**src/aof_pkg.sv**
```systemverilog
package aof_pkg;

    // transaction selector codes
    localparam logic [1:0] FUNC_CLR = 2'd0;
    localparam logic [1:0] FUNC_ADD = 2'd1;
    localparam logic [1:0] FUNC_RD  = 2'd2;

    // field widths
    localparam int COORD_W = 24;
    localparam int SIZE_W  = 20;
    localparam int EDGE_W  = 26;
    localparam int ENT_W   = 8;

    localparam int DEF_MAX_BOXES = 256;

    // token that walks down the cell chain
    typedef struct packed {
        logic [1:0]               op;
        logic signed [EDGE_W-1:0] left;
        logic signed [EDGE_W-1:0] right;
        logic signed [EDGE_W-1:0] bottom;
        logic signed [EDGE_W-1:0] top;
        logic                     act;
        logic                     hit;
        logic                     ovf;
    } t_box;

endpackage

```
**src/aof_cell.sv**
```systemverilog
module aof_cell #(
    parameter int IW  = $clog2(aof_pkg::DEF_MAX_BOXES + 1),
    parameter int IDX = 0
) (
    input  logic          i_clk,
    input  logic          i_rst_n,
    input  logic          i_adv,
    input  aof_pkg::t_box i_tok,
    input  logic          i_vld,
    input  logic [IW-1:0] i_idx,
    output aof_pkg::t_box o_tok,
    output logic          o_vld,
    output logic [IW-1:0] o_idx
);
    import aof_pkg::*;

    localparam logic [IW-1:0] MY_IDX = IW'(IDX);

    // stored box
    logic signed [EDGE_W-1:0] r_l, r_r, r_b, r_t;
    logic                     r_act, n_act;
    logic                     r_hit, n_hit;
    logic                     w_store;

    // token register toward the next cell
    t_box                     r_tok, n_tok;
    logic                     r_vld;
    logic [IW-1:0]            r_idx;

    logic                     w_ovl;
    logic                     w_cmp;

    assign w_ovl = (r_l < i_tok.right) && (r_r > i_tok.left) &&
                   (r_b < i_tok.top) && (r_t > i_tok.bottom);

    // a later add compares against this box
    assign w_cmp = i_vld && (i_tok.op == FUNC_ADD) && (i_idx > MY_IDX) &&
                   r_act && i_tok.act && w_ovl;

    assign w_store = i_vld && (i_tok.op == FUNC_ADD) && (i_idx == MY_IDX);

    always_comb begin
        n_act = r_act;
        n_hit = r_hit;
        n_tok = i_tok;
        case (i_tok.op)
            FUNC_CLR: begin
                if (i_vld) begin
                    n_act = 1'b0;
                    n_hit = 1'b0;
                end
            end
            FUNC_ADD: begin
                if (w_store) begin
                    n_act = i_tok.act;
                    n_hit = i_tok.hit;
                end
                if (w_cmp) begin
                    n_hit     = 1'b1;
                    n_tok.hit = 1'b1;
                end
            end
            FUNC_RD: begin
                if (i_idx == MY_IDX) begin
                    n_tok.hit = r_hit;
                end
            end
            default: begin
                n_tok = i_tok;
            end
        endcase
    end

    always_ff @(posedge i_clk) begin
        if (!i_rst_n) begin
            r_act <= 1'b0;
            r_hit <= 1'b0;
            r_vld <= 1'b0;
        end else if (i_adv) begin
            r_act <= n_act;
            r_hit <= n_hit;
            r_vld <= i_vld;
        end
    end

    always_ff @(posedge i_clk) begin
        if (i_adv) begin
            r_tok <= n_tok;
            r_idx <= i_idx;
            if (w_store) begin
                r_l <= i_tok.left;
                r_r <= i_tok.right;
                r_b <= i_tok.bottom;
                r_t <= i_tok.top;
            end
        end
    end

    assign o_tok = r_tok;
    assign o_vld = r_vld;
    assign o_idx = r_idx;

endmodule

```
**config.mk**
```make
export PLATFORM = sky130hd
export DESIGN_NAME = aof_cell
export DESIGN_NICKNAME = d
export VERILOG_FILES = /design/src/aof_pkg.sv /design/src/aof_cell.sv
export SDC_FILE = /design/constraint.sdc
export NUM_CORES = 1
export LEC_CHECK = 0
export BUFFER_PORTS_ARGS = -buffer_cell sky130_fd_sc_hd__clkbuf_2
export CAP_MARGIN = 20
export CELL_PAD_IN_SITES_DETAIL_PLACEMENT = 1
export CELL_PAD_IN_SITES_GLOBAL_PLACEMENT = 2
export CORE_UTILIZATION = 39
export CTS_CLUSTER_SIZE = 28
export DETAILED_ROUTE_END_ITERATION = 12
export GPL_TIMING_DRIVEN = 0
export PLACE_DENSITY = 0.87
export SYNTH_ARGS = -nofsm -noshare
export SYNTH_HDL_FRONTEND = slang
export SYNTH_SLANG_ARGS = --single-unit
export TNS_END_PERCENT = 1
```
**constraint.sdc**
```tcl
create_clock -name i_clk -period 24.7 [get_ports i_clk]
set_input_delay 4.94 -clock i_clk [delete_from_list [all_inputs] [get_ports i_clk]]
set_output_delay 4.94 -clock i_clk [all_outputs]
set_load 0.02 [all_outputs]
```
==> impl_metrics.env <==
export IMPL_top_level_ports=241
export IMPL_synth_async_sr_flop_share_pct=0
export IMPL_first_global_vias=6475
export IMPL_max_slew_margin_rel_pct=43.6
export IMPL_post_drt_wl_per_cell_um=18.3
export IMPL_dr_total_vias=6028
export IMPL_yosys_warnings=0
export IMPL_post_route_period_util_pct=28.2
export IMPL_layout_nets=1139
export IMPL_hp_class="reg -> reg"
export IMPL_power_density_cell_area_nw_per_um2=73.5
export IMPL_drv_slew=0
export IMPL_clock_tree_from_tritoncts="built"
export IMPL_cp_arrival_ns=7.20
export IMPL_firstDrtPassIters=4
export IMPL_number_of_synthesized_register_bits=225
export IMPL_period_minus_slack_ns=6.96
export IMPL_post_placement_setup_slack_ns=17.13
export IMPL_cts_resized_gates=0
export IMPL_clkLatencyLatePin_ns=0.52
export IMPL_synth_top_family_by_area="adder cells"
export IMPL_clock_skew_ns=0.00746
export IMPL_cts_sinks=225
export IMPL_syn_cell_area_um2=9580
export IMPL_post_synth_fa_ha_maj_area_fraction_pct=13.7
export IMPL_hold_ws_ns=0.515
export IMPL_cts_root_buffer="sky130_fd_sc_hd__clkbuf_16"
export IMPL_dominant_cell_type_by_area_after_synthesis="sky130_fd_sc_hd__edfxtp_1"
export IMPL_area_of_the_core_region_um2=23800
export IMPL_setup_viol=0
export IMPL_run_status="finished clean"
export IMPL_grtUsageTotal_pct=18.2
export IMPL_diodes=0
export IMPL_timing_critical_path_from_type="input pin"
export IMPL_synth_ff_type="sky130_fd_sc_hd__edfxtp_1"
export IMPL_grt_max_degree=65
export IMPL_grt_use_met3_pct=3.95
export IMPL_met1_usage_pct=21.3
export IMPL_dpl_cell_area_um2=11300
export IMPL_edff_count_synth=222
export IMPL_endpoint_kind="flop"
export IMPL_synthesis_instances=633
export IMPL_seq_area_frac_synth_pct=70.2
export IMPL_area_grow_syn2layout_pct=27.0
export IMPL_gp_routability_congestion=0.772
export IMPL_drtIter0Drc=162
export IMPL_synth_cell_types=43
export IMPL_timing_final_ws_setup_ns=17.74
export IMPL_synth_area_leaders="sky130_fd_sc_hd__edfxtp_1 70%, sky130_fd_sc_hd__ha_1 14%, sky130_fd_sc_hd__inv_1 4.4%"
export IMPL_setup_tns_final_ns=0
export IMPL_avgSynthCellArea_um2=15.1
export IMPL_die_width_um=159
export IMPL_cell_with_the_most_instances_after_synthesis="sky130_fd_sc_hd__edfxtp_1"
export IMPL_criticalPathCategory="in -> reg"
export IMPL_cp_required_ns=24.94
export IMPL_gr_max_usage_layer="met2"
export IMPL_worst_pin_slew_ns=0.824
export IMPL_synth_mux_area_fraction_pct=0.327
export IMPL_post_cts_setup_buffers=0
export IMPL_grt_first_pass_wirelength_mm=34.6
export IMPL_detailedPlacementHpwl_mm=17.8
export IMPL_grt_remaining_overflow=0
export IMPL_initial_utilization_pct=40.3
export IMPL_clkSlewWorstSetupHoldPaths_ns=0.06
export IMPL_totalWireLength_mm=22.8
export IMPL_drt_vias_per_instance=4.82
export IMPL_mappedNetlistNets=860
export IMPL_fmax_ghz=0.144
export IMPL_portBuffers=240
export IMPL_irDropWorstVdd_mv=0.0668
export IMPL_placementRows=56
export IMPL_die_h_um=159
export IMPL_antenna_found_initial=1
export IMPL_max_cap_violations=0
export IMPL_finish_instance_area_um2=12200
export IMPL_share_of_final_layout_standard_cells_stronger_than_drive_strength_1_pct=31.9
export IMPL_yosys_area_share_simple_pct=5.04
export IMPL_static_leakage_power_nw=5.33
export IMPL_cts_htree_levels=1
export IMPL_synth_compound_area_share_pct=6.18
export IMPL_drt_drc_violations_left=0
export IMPL_numCtsBuffers=25
export IMPL_post_synth_top_area_fraction_pct=69.6
export IMPL_timing_critical_path_fanout_max=64
export IMPL_yosys_top_cells_count="222 x sky130_fd_sc_hd__edfxtp_1, 112 x sky130_fd_sc_hd__inv_1, 105 x sky130_fd_sc_hd__ha_1, 40 x sky130_fd_sc_hd__a21oi_1, 32 x sky130_fd_sc_hd__nand2_1"
export IMPL_clk_path_buf_depth=3
export IMPL_postCtsHoldBufs=0
export IMPL_use_met2_pct=33.9
export IMPL_drt_antenna_violating_nets=0
export IMPL_rsz0062_at_grt="false"
export IMPL_synthXorXnorAreaFrac_pct=0.0915
export IMPL_num_fill_cells=2405
export IMPL_die_area_um2=25200
export IMPL_final_hold_violation_count=0
[where the power goes]
group          switching, mW  internal, mW
sequential           0.00477         0.437
combinational         0.0542        0.0276
clock                  0.153         0.218
total                  0.212         0.683
[worst paths after layout]
kind	from	to	slack, ns	cells after the start
max	i_adv	r_t[24]	17.74	8
min	o_vld	o_vld	0.51	2
max reg2reg	r_r[5]	o_tok[1]	22.06	8
min reg2reg	o_vld	o_vld	0.51	2
[through the flow]
stage | util, % | std cells | power [mW]
final | 51.2 | 1250 | 0.894
after global routing | 51.2 | 1250 | 0.927
after CTS | 51.2 | 1250 | 0.908
after detailed placement | 47.8 | 1204 | 0.533
after global placement | 47.1 | 1192 | 0.530
after floorplan | - | 633 | 0.489
[logic make-up (layout without fill, tap and decap cells)]
family | count (synthesis) | in the layout
xor gates and xnor gates | 1 | 1
buffers and inverters | 112 | 410
adders and majority gates | 105 | 105
DFF | 225 | 225
muxes | 3 | 3
and+or+nand+nor | 91 | 91
AOI/OAI and AO/OA | 96 | 96
[state kept, by name (all words and copies together), names as in the netlist]
register / cells
o_idx: 9
r_act: 1
r_r: 26
o_tok: 109
r_t: 26
r_l: 26
r_b: 26
r_hit: 1
o_vld: 1
[critical path, cell delays in order]
cell and delay [ns]:
sky130_fd_sc_hd__clkbuf_8 0.41, sky130_fd_sc_hd__buf_16 0.34, sky130_fd_sc_hd__nand2_1 0.20, sky130_fd_sc_hd__nor3_2 0.51, sky130_fd_sc_hd__buf_6 0.24, sky130_fd_sc_hd__buf_6 0.18
sky130_fd_sc_hd__buf_6 0.17, sky130_fd_sc_hd__buf_6 0.15
[final cells by class]
class / instances / area (um2) / area share (%)
multi-input cells: 296 / 2430 / 20.0
clock buffers: 27 / 633 / 5.20
inverters: 112 / 420 / 3.46
clock inverters: 19 / 188 / 1.54
repair buffers: 252 / 1370 / 11.2
well taps: 319 / 399 / 3.28
flip-flops and latches: 225 / 6730 / 55.3
[cell usage in the layout, fill, tap and decap left out, drive strengths merged, types with 3 or more instances in the layout]
master and count:
dfxtp 3, bufinv 3, nand2 32, nand4 17, clkbuf 267, edfxtp 222
o211ai 4, o21a 4, a21oi 40, inv 114, nor4 5, o21ai 22
nor2b 3, nand3 5, ha 105, nand2b 4, clkinv 9, nor2 11
nor3 7, a211oi 5, a21o 6, clkinvlp 5, buf 12
[layer usage]
| metal | share of wire [%] | wire length, um |
|---|---|---|
| met1 | 40 | 9230 |
| met2 | 52 | 11900 |
| met3 | 6.0 | 1360 |
| met4 | 1.7 | 382 |
| met5 | 0 | 0 |
Power figures use the tool's default switching activity.
