[config.mk]
export PLATFORM = sky130hd
export DESIGN_NAME = aof_front
export DESIGN_NICKNAME = d
export VERILOG_FILES = /design/src/aof_pkg.sv /design/src/aof_front.sv
export SDC_FILE = /design/constraint.sdc
export NUM_CORES = 1
export LEC_CHECK = 0
export ABC_AREA = 1
export BUFFER_PORTS_ARGS = -buffer_cell sky130_fd_sc_hd__buf_2
export CAP_MARGIN = 40
export CORE_ASPECT_RATIO = 0.6
export CORE_MARGIN = 2
export CORE_UTILIZATION = 61
export DETAILED_ROUTE_END_ITERATION = 10
export GPL_TIMING_DRIVEN = 0
export PLACE_DENSITY = 0.87
export SKIP_LAST_GASP = 1
export SLEW_MARGIN = 20
export SYNTH_ARGS = -nofsm -noshare
export SYNTH_HDL_FRONTEND = slang
export SYNTH_SLANG_ARGS = --single-unit
[constraint.sdc]
create_clock -name i_clk -period 5.36 [get_ports i_clk]
set_input_delay 0.536 -clock i_clk [delete_from_list [all_inputs] [get_ports i_clk]]
set_output_delay 0.536 -clock i_clk [all_outputs]
set_load 0.02 [all_outputs]
[src/aof_pkg.sv]
package aof_pkg;

    // transaction selector codes
    localparam logic [1:0] FUNC_CLR = 2'd0;
    localparam logic [1:0] FUNC_ADD = 2'd1;
    localparam logic [1:0] FUNC_RD  = 2'd2;

    // field widths
    localparam int COORD_W = 24;
    localparam int SIZE_W  = 20;
    localparam int EDGE_W  = 26;
    localparam int ENT_W   = 8;

    localparam int DEF_MAX_BOXES = 256;

    // token that walks down the cell chain
    typedef struct packed {
        logic [1:0]               op;
        logic signed [EDGE_W-1:0] left;
        logic signed [EDGE_W-1:0] right;
        logic signed [EDGE_W-1:0] bottom;
        logic signed [EDGE_W-1:0] top;
        logic                     act;
        logic                     hit;
        logic                     ovf;
    } t_box;

endpackage

[src/aof_front.sv]
module aof_front #(
    parameter int MAX_BOXES = aof_pkg::DEF_MAX_BOXES,
    parameter int IW        = $clog2(MAX_BOXES + 1)
) (
    input  logic                               i_clk,
    input  logic                               i_rst_n,
    input  logic                               i_adv,
    input  logic                               i_acc,
    input  logic [1:0]                         i_func,
    input  logic signed [aof_pkg::COORD_W-1:0] i_pos_x,
    input  logic signed [aof_pkg::COORD_W-1:0] i_pos_y,
    input  logic signed [aof_pkg::COORD_W-1:0] i_off_x,
    input  logic signed [aof_pkg::COORD_W-1:0] i_off_y,
    input  logic [aof_pkg::SIZE_W-1:0]         i_box_width,
    input  logic [aof_pkg::SIZE_W-1:0]         i_box_height,
    input  logic                               i_active,
    input  logic [aof_pkg::ENT_W-1:0]          i_entity,
    output aof_pkg::t_box                      o_tok,
    output logic                               o_vld,
    output logic [IW-1:0]                      o_idx
);
    import aof_pkg::*;

    localparam int CW = ((IW > ENT_W) ? IW : ENT_W) + 1;
    localparam logic [IW-1:0] FULL_CNT = IW'(MAX_BOXES);

    logic [IW-1:0] r_cnt, n_cnt;
    logic          r_full, n_full;

    // first stage: sums of position and offset
    logic                      r_a_vld, n_a_vld;
    logic [1:0]                r_a_op, n_a_op;
    logic [IW-1:0]             r_a_idx, n_a_idx;
    logic signed [COORD_W:0]   r_a_l, r_a_b;
    logic [SIZE_W-1:0]         r_a_w, r_a_h;
    logic                      r_a_act, r_a_ovf;

    // second stage: finished token
    logic                      r_b_vld;
    t_box                      r_b_tok, n_b_tok;
    logic [IW-1:0]             r_b_idx;

    logic                      w_rd_ok;

    assign w_rd_ok = (CW'(i_entity) < CW'(r_cnt));

    // frame bookkeeping and op decode
    always_comb begin
        n_cnt   = r_cnt;
        n_full  = r_full;
        n_a_vld = 1'b0;
        n_a_op  = i_func;
        n_a_idx = r_cnt;
        case (i_func)
            FUNC_CLR: begin
                n_cnt   = '0;
                n_full  = 1'b0;
                n_a_vld = 1'b1;
            end
            FUNC_ADD: begin
                if (r_cnt >= FULL_CNT) begin
                    n_full = 1'b1;
                end else begin
                    n_a_vld = 1'b1;
                    n_cnt   = r_cnt + 1'b1;
                end
            end
            FUNC_RD: begin
                n_a_vld = 1'b1;
                // out-of-range index matches no cell, so hit reads back as zero
                n_a_idx = w_rd_ok ? IW'(i_entity) : FULL_CNT;
            end
            default: begin
                n_a_vld = 1'b0;
            end
        endcase
    end

    always_ff @(posedge i_clk) begin
        if (!i_rst_n) begin
            r_cnt   <= '0;
            r_full  <= 1'b0;
            r_a_vld <= 1'b0;
            r_b_vld <= 1'b0;
        end else if (i_adv) begin
            r_a_vld <= i_acc & n_a_vld;
            r_b_vld <= r_a_vld;
            if (i_acc) begin
                r_cnt  <= n_cnt;
                r_full <= n_full;
            end
        end
    end

    // payload stages
    always_ff @(posedge i_clk) begin
        if (i_adv) begin
            r_a_op  <= n_a_op;
            r_a_idx <= n_a_idx;
            r_a_l   <= {i_pos_x[COORD_W-1], i_pos_x} + {i_off_x[COORD_W-1], i_off_x};
            r_a_b   <= {i_pos_y[COORD_W-1], i_pos_y} + {i_off_y[COORD_W-1], i_off_y};
            r_a_w   <= i_box_width;
            r_a_h   <= i_box_height;
            r_a_act <= i_active;
            r_a_ovf <= r_full;
            r_b_tok <= n_b_tok;
            r_b_idx <= r_a_idx;
        end
    end

    // right and top edges
    always_comb begin
        n_b_tok        = '0;
        n_b_tok.op     = r_a_op;
        n_b_tok.left   = {r_a_l[COORD_W], r_a_l};
        n_b_tok.bottom = {r_a_b[COORD_W], r_a_b};
        n_b_tok.right  = {r_a_l[COORD_W], r_a_l} + {{(EDGE_W-SIZE_W){1'b0}}, r_a_w};
        n_b_tok.top    = {r_a_b[COORD_W], r_a_b} + {{(EDGE_W-SIZE_W){1'b0}}, r_a_h};
        n_b_tok.act    = r_a_act;
        n_b_tok.hit    = 1'b0;
        n_b_tok.ovf    = r_a_ovf;
    end

    assign o_tok = r_b_tok;
    assign o_vld = r_b_vld;
    assign o_idx = r_b_idx;

endmodule

==> results.cfg <==
[yosys]
synth_top_cell_by_area = edfxtp_1
ys_top_cells_by_area = edfxtp_1 (45%), nand2_1 (19%), inv_1 (9.4%)
synthMuxAreaShare = 0
synth.distinct_cells = 30
netlist_area_sq_um = 14500
synth_top_family_by_area = simple AND/OR/NAND/NOR gates
async_flop_share = 0
synth-compound-area-share = 0.0253
synth_edf_count = 218
synth_fa_ha_area_frac = 0.0885
avgSynthCellArea_sq_um = 7.85
synth_common_cells = nand2_1 (730), inv_1 (362), edfxtp_1 (218)
synth-xor-area-share = 0.0320
yosys_warnings = 0
ys_seq_area_frac = 0.469
synth.net_count = 2096
synth-simple-area-share = 0.290
yosys_most_used_dff = edfxtp_1
synth_most_common_cell = nand2_1
synth_top_area_share = 0.452
synth-seq-cells = 230
netlist_instances = 1845

[sta]
min_period_ns = 2.33
rsz0062_at_grt = no
skew_ns = 0.0198
hold_violations = 0
worst_pin_slew_ns = 0.552
final-max-slew-violation-count = 0
clock.fmax_ghz = 0.429
setup-violations-final = 0
hold_slack_ns = 0.194
relSlewSlack = 0.632
post-route-period-util = 0.435

[clocking]
root_buffer = clkbuf_16
holdBufCountCts = 0
clockBufferDepth = 3
postCtsSetupBuffers = 0
cts_resized = 0
worstSkewPairLatency_ns = 0.51
cts.sinks = 230
cts_tree = yes
htree_levels = 1
clkTransAtPathRegs_ns = 0.07
cts_made_buffers = 22

[global_route]
grt_max_degree = 112
busiest_layer = met2
grt_pass1_vias = 11700
grt-ovfl-total = 0
antenna_found_initial = 2
grtUsageMet1 = 0.438
use_met3 = 0.0398
grt_pass1_wl_mm = 59.0
grt_usage = 0.305
use_met2 = 0.489

[power_and_ir_drop]
p_seq_frac = 0.430
p_leak_nw = 8.95
ir_drop_uv = 256
clockPowerShare = 0.266
fin_total_pwr_mw = 5.62
combPwrFrac = 0.305
p_sw_frac = 0.340
net-switching-power_mw = 1.91
power.internal_mw = 3.70
power.density_nw_per_um2 = 331

[setup_path]
cp.required_ns = 5.62
cpPeakStageDelay_ns = 0.44
crit_path_frequent_cell = nand3_1
crit_path_top_delay_cell = fa_1
critPathTopFamily = adder cells
start_kind = register
critPathBufInv = 1
crit_path_end_kind = register
critical_path_class = register to register
worstPathArrival_ns = 2.59
path_cells = ha_1 -> inv_1 -> fa_1 -> nor2_1 -> nand2_1 -> nand3_1 -> nand3_1 -> nand3_1 -> nand2_1
crit_fanout = 4

[placed_design]
place.gp.congestion = 0.962
dp_hpwl_mm = 30.7
numPortBuffers = 268
dp.cells = 2430

[cells_and_area]
final_core_util = 0.733
drive_above_1_share = 0.161
fin_cells = 2473
nNetsFinal = 2390
syn_to_final_growth_pct = 17.3

[drt]
post-route-drc-count = 0
via_count = 12900
wire_per_inst_um = 15.4
drt_wl_total_mm = 38.1
vias_per_cell = 5.20
first_pass_iters = 9
postRouteAntennaNets = 0
first_iter_violations = 1128

[die]
die-area_sq_um = 25000
start_util = 0.625
rows = 43
core_area_sq_um = 23200
die_h_um = 123
pin_count = 270
fp.dieW_um = 203

[hold_path]
hp-class = primary input to register

[status]
run_status = completed

[flow_run]
max-cap-violations = 0
## stage by stage
stage | cell area (sq um) | TNS, ns | setup slack (ns)
6_report | 17000 | 0 | 3.03
5_1_grt | 17000 | 0 | 2.92
4_1_cts | 17000 | 0 | 3.08
3_5_place_dp | 16300 | 0 | 2.64
3_3_place_gp | 16200 | -0.152 | -0.0448
2_1_floorplan | 14500 | 0 | 3.38
## sequential cells by signal, summed over array words and instances (netlist names), 2 cells and up
register / flops
r_a_idx: 9
o_idx: 9
r_a_h: 20
r_a_b: 25
r_a_w: 20
o_tok: 106
r_a_op: 2
r_a_l: 25
r_cnt: 9
## final timing paths
| kind | start | end | slack [ns] | depth (start not counted) |
|---|---|---|---|---|
| hold / removal | i_box_height[0] | r_a_h[0]$_DFFE_PP_ | 0.19 | 1 |
| setup reg to reg | r_a_b[0]$_DFFE_PP_ | o_tok[17]$_DFFE_PP_ | 3.03 | 9 |
| hold reg to reg | r_a_op[0]$_DFFE_PP_ | o_tok[107]$_DFFE_PP_ | 0.42 | 0 |
| setup / recovery | r_a_b[0]$_DFFE_PP_ | o_tok[17]$_DFFE_PP_ | 3.03 | 9 |
## placed cells by master, fill, tap and decap left out, drive strengths merged
cell,instances
edfxtp,218
and2,4
o21a,1
xnor2,2
diode,3
ha,96
o211ai,2
nand3,87
bufinv,2
a211oi,3
nand3b,9
or2,6
inv,362
a21oi,57
xor2,51
buf,273
nand4,26
conb,1
o21ai,6
clkinv,10
dfxtp,12
a31oi,1
nor2,141
fa,4
clkinvlp,1
clkbuf,28
nor3,10
nand2,742
## power groups by stage
stage	Sequential, mW	Clock, mW	Combinational, mW
2_1_floorplan	2.58	0	0.936
3_3_place_gp	2.44	0	1.62
3_5_place_dp	2.45	0	1.67
4_1_cts	2.41	1.52	1.68
5_1_grt	2.43	1.59	1.89
6_report	2.41	1.49	1.71
## cells by family after synthesis
group,count (synthesis)
AND/OR/NAND/NOR,1025
buffers and inverters,366
flip-flops,230
adder cells (fa/ha/maj),100
AO/OA/AOI/OAI,70
XOR/XNOR,53
other,1
## area by class of cell
class	instances	area, sq um
Buffer	3	22.5
Multi-Input combinational cell	1249	6310
Antenna cell	3	7.51
Clock inverter	12	120
Inverter	363	1360
Sequential cell	230	6790
Clock buffer	28	573
Tap cell	315	394
Timing Repair Buffer	270	1410
Fill cell	1747	6200
## layer usage
| layer | up-vias | part of all wire |
|---|---|---|
| li1 | 6374 | - |
| met1 | 5798 | 0.44 |
| met2 | 621 | 0.44 |
| met3 | 75 | 0.090 |
| met4 | 0 | 0.027 |
| met5 | - | 0 |
Power figures use the tool's default switching activity.
